===== config.mk =====
export PLATFORM = sky130hd
export DESIGN_NAME = ille_ram
export DESIGN_NICKNAME = d
export VERILOG_FILES = /design/src/rtl/core/ille_ram.sv
export SDC_FILE = /design/constraint.sdc
export NUM_CORES = 2
export LEC_CHECK = 0
export CAP_MARGIN = 20
export CORE_ASPECT_RATIO = 1.2
export CORE_MARGIN = 4
export CORE_UTILIZATION = 35
export DETAILED_ROUTE_END_ITERATION = 6
export DONT_BUFFER_PORTS = 1
export MAX_ROUTING_LAYER = met4
export SLEW_MARGIN = 0
export SYNTH_ARGS = -nofsm -noshare
export SYNTH_HDL_FRONTEND = slang
export SYNTH_SLANG_ARGS = --single-unit

===== constraint.sdc =====
create_clock -name clk -period 5.95 [get_ports clk]
set_input_delay 1.19 -clock clk [delete_from_list [all_inputs] [get_ports clk]]
set_output_delay 1.19 -clock clk [all_outputs]
set_load 0.01 [all_outputs]

===== src/rtl/core/ille_ram.sv =====
// generic simple dual-port ram: one write port, one read port, registered read
// no dependencies
module ille_ram #(
  parameter int WIDTH = 8,
  parameter int DEPTH = 256
) (
  input  logic                     clk,
  input  logic                     wr_en,
  input  logic [$clog2(DEPTH)-1:0] wr_addr,
  input  logic [WIDTH-1:0]         wr_data,
  input  logic [$clog2(DEPTH)-1:0] rd_addr,
  output logic [WIDTH-1:0]         rd_data
);

  logic [WIDTH-1:0] mem [DEPTH];
  logic [WIDTH-1:0] rd_data_r;

  always_ff @(posedge clk) begin
    if (wr_en) begin
      mem[wr_addr] <= wr_data;
    end
    rd_data_r <= mem[rd_addr];
  end

  assign rd_data = rd_data_r;

endmodule


; Word level (Yosys, flattened, before mapping)
; Memory sizes are Yosys's and may differ from the RTL's. A register that Yosys moved wholly into a read port is not among the register bits.
; Index checks and enable logic that the tools add are counted.
[totals]
mem_count = 1
ram_bits = 2048
ff_bits = 0
output_inout_bits = 8
input_bits = 26
[op_classes]
n_mux = 2
[memory_table]
columns = memory, depth, width, read_ports, rd_ports_with_merged_regs, write_ports, line_no
row1 = mem, 256, 8, 1, 1, 1, 15  ; logic [WIDTH-1:0] mem [DEPTH];
[ops]
columns = op, count
row1 = $mux 1, 2

; Longest topological paths before layout
[depth]
ltp_word = 2
ltp_mapped = 11
depth_no_buf = 6

; Worst setup path before layout
; No wires, ideal clock.
[synth_path]
path_type = in2reg
from = input rd_addr[0]
to = register rd_data_r[2], in the netlist rd_data[2], read port of mem
required_time_ns = 5.819
path_buffers = 4
setup_ns = 0.131
stages = 9
path_slack_ns = 2.822
t_arrival_ns = 2.997
path_cell_list = buf_6 buf_12 buf_8 buf_2 mux4_2 a22oi_1 a21oi_1 nor4_1 nor4_2
[synth_rtl]
columns = element, line_no
row1 = start: declaration, 11  ; input logic [$clog2(DEPTH)-1:0] rd_addr,
row2 = end: declaration, 16  ; logic [WIDTH-1:0] rd_data_r;

==> impl_metrics.ini <==
[timing]
finalMaxSlewViolations = 28
final_min_period_over_clock_period_pct = 92.26
hold-worst-slack_ns = 0.4699
setup_viol_count_final = 0
unrepaired_setup_endpoints_after_global_routing = no
tns_ns = 0
actual_slew_at_the_worst_max_slew_pin_ns = 1.523
final_worst_clock_skew_ns = 0.03163
max_clock_freq_mhz = 182.2
max_slew_margin_pct = -1.518
finalCriticalPeriod_ns = 5.490
hold_viol = 0

[synth]
ys_dominant_reg_cell = edfxtp_1
synthCells = 3733
post_syn_nets = 3759
async_flop_share_pct = 0
mappedNetlistArea_sq_mm = 0.07956
ys.warnings.count = 0
synth.lib_cells_used.distinct = 55
synth-edff-count = 2048
synth.ff_latch_count = 2056
postSynthAreaPerCell_sq_um = 21.31
ys_seq_area_share_pct = 77.50

[critical_path]
ff2ff_setup_slack_ns = 3.08
worstPathRequired_ns = 6.66
r2r-start = mem[27][5]$_DFFE_PP_
end_kind = flip-flop
critical_path.startpoint_type = input port
reg2reg_to = rd_data[5]$_DFF_P_
startpoint = rd_addr[0]
worstRegToRegCells = 6
worst_setup_path_category = in -> reg
cp_capture_point = rd_data[6]$_DFF_P_
worst_path_max_fanout = 132
arrival_time_worst_endpoint_ns = 6.20

[cells_and_area]
areaGrowthSynthToFinish_pct = 11.35
mostFrequentLayoutCells = edfxtp_1 (2048), mux4_2 (454), nor2_1 (279)
layout.cells.most_common = edfxtp_1
fillers = 19910
total_area_of_multi_input_combinational_cells_sq_mm = 0.01651
sequential_cell_area_in_the_final_layout_sq_mm = 0.06166
layout-drive-gt1-share_pct = 20.41
final_net_count = 3779

[pwr]
power.net_switching_w = 0.005897
sw_frac_of_total_pct = 20.28
vdd_drop_max_v = 0.0002784
combinationalPowerShare_pct = 3.4
power_leakage_nw = 26.59
power.sequential.fraction_pct = 55.1
power_density_mw_per_mm2 = 328.2
p_int_w = 0.02318
share_clk_of_total_power_pct = 41.5

[drt]
routed-via-count = 37910
post-route-drc-count = 0
drt_wl_total_mm = 197.8
drt-vias-per-instance = 5.488
route.detailed.wl_per_inst_microns = 28.63
drt_iter0_markers = 4117
firstDrtPassIters = 6
antenna_violating_nets_post_route = 0

[clocking]
number_of_clock_sinks = 2056
clock_insertion_delay_at_the_later_pin_of_the_skew_report_ns = 0.85
cts_tree = built
ctsLongestPathBuffers = 3
clockRootBuffer = clkbuf_16
cts_hold_repair.buffers = 0
count_of_h_tree_levels_built_during_cts = 4
cts_made_buffers = 193
clk_pin_slew_worst_paths_ns = 0.06

[global_route]
global_route.overflow_total = 0
grt_pass1_wl_mm = 283.9
grt_util_all_layers_pct = 17.08
grt_pass1_vias = 38550
pin_count_of_the_biggest_net_entering_global_routing = 579
antenna_found_initial = 7

[floorplanning]
io_pins = 34
die_area_sq_mm = 0.2350
coreArea_sq_mm = 0.2258
die_w_microns = 443.2
floorplan.die.height_microns = 530.3
effective_utilization_at_floorplan_pct = 35.23
fp-row-count = 191

[status]
status = finished with violations
violations_in_the_final_reports = max-slew violations

[flow_run]
max_cap_violations = 0

[placed_design]
dp_hpwl_mm = 109.8
buffer_ports.inserted = 0
place_congestion = 0.8130

[hold_path]
hp-class = in -> reg
==> flip-flops by register name, indices dropped and copies added (netlist names) <==
signal   flops
rd_data      8
mem       2048
==> final cells by class <==
type / count / area share, %
inverters: 2 / 0.008475
diodes: 2 / 0.005650
flip-flops and latches: 2056 / 69.61
multi-input cells: 1442 / 18.64
clock inverters: 110 / 1.064
clock buffers: 247 / 5.848
well taps: 2991 / 4.225
repair buffers: 58 / 0.6074
==> stage by stage <==
stage          instances  setup WS [ns]  area, sq um  util [%]  total power, W
4_1_cts             6900          2.439        88430     39.16         0.02913
5_1_grt             6908         0.1488        88580     39.22         0.02988
2_1_floorplan       3733          2.822        79560         -         0.01706
3_5_place_dp        6543          1.417        82310     36.45         0.01720
6_report            6908         0.4603        88580     39.22         0.02907
3_3_place_gp        6537         0.7421        82250     36.42         0.01719
==> power by group through the flow <==
stage / clock [W] / sequential, W / combinational (W)
2_1_floorplan: 0 / 0.0163 / 0.000776
3_3_place_gp: 0 / 0.0163 / 0.000875
3_5_place_dp: 0 / 0.0163 / 0.000880
4_1_cts: 0.0122 / 0.0160 / 0.000882
5_1_grt: 0.0128 / 0.0160 / 0.00104
6_report: 0.0121 / 0.0160 / 0.00100
==> synthesized netlist by cell type (8+ instances only) <==
library cell     n  area (sq um)
nand3_1         34         170.2
a221oi_1        13         113.9
nor3_1          22         110.1
nand2_1         33         123.9
a21oi_1         96         480.5
buf_8           13         195.2
edfxtp_1      2048         61500
buf_1           22         82.58
nand2b_1         8         50.05
buf_2           31         155.2
buf_12           8         160.2
buf_6           21         236.5
mux2i_1        134          1341
nand4_1         10         62.56
a22oi_1        133         998.5
clkbuf_1       111         416.7
nor2b_1         31         193.9
a22o_1           8         70.07
buf_4           27         202.7
mux4_2         454         10220
nor2_1         282          1059
o221ai_1        46         402.9
o211ai_1        10         75.07
o21ai_0         10         50.05
a211oi_1        16         120.1
dfxtp_1          8         160.2
o22ai_1         28         175.2
nor4_1          24         150.1
==> how the worst min path moves through the flow <==
stage                     slack, ns                  start                    end  cells after the start
after global placement         1.09  mem[192][0]$_DFFE_PP_     rd_data[0]$_DFF_P_                      5
after CTS                      0.42             wr_data[6]  mem[160][6]$_DFFE_PP_                      0
after global routing           0.42             wr_data[5]  mem[207][5]$_DFFE_PP_                      0
after detailed placement       1.10  mem[192][0]$_DFFE_PP_     rd_data[0]$_DFF_P_                      5
final                          0.47             wr_data[5]  mem[207][5]$_DFFE_PP_                      0
after floorplan                0.77   mem[40][3]$_DFFE_PP_     rd_data[3]$_DFF_P_                      6
==> cells by family (layout without fill, tap and decap cells) <==
kind of cell | after synthesis | in the layout | share of synthesized area (%)
AO/OA/AOI/OAI | 385 | 385 | 3.419
other | 0 | 2 | 0
multiplexers | 591 | 591 | 14.62
buffers and inverters | 235 | 417 | 1.831
flip-flops | 2056 | 2056 | 77.50
AND/OR/NAND/NOR | 466 | 466 | 2.628
==> worst max-delay path: stages <==
cell	delay (ns)
buf_16	0.64
buf_16	0.50
buf_16	0.72
buf_16	0.53
mux4_2	0.61
o311ai_0	0.33
o22ai_1	0.28
nor4_2	0.77
nor4_2	0.09
==> what timing repair did <==
item / CTS / global route
endpoints found under the setup margin: 0 / 7
resized for setup: 0 / 1
setup buffers: 0 / 0
==> layer usage <==
metal  wire length [microns]  vias to the layer above  track usage, %
li1                        -                    15720               -
met5                       0                        -               -
met1                   77880                    20440           21.39
met4                    8021                        0           6.938
met2                   99390                     1412           27.87
met3                   12490                      338           2.849
Power figures use the tool's default switching activity.
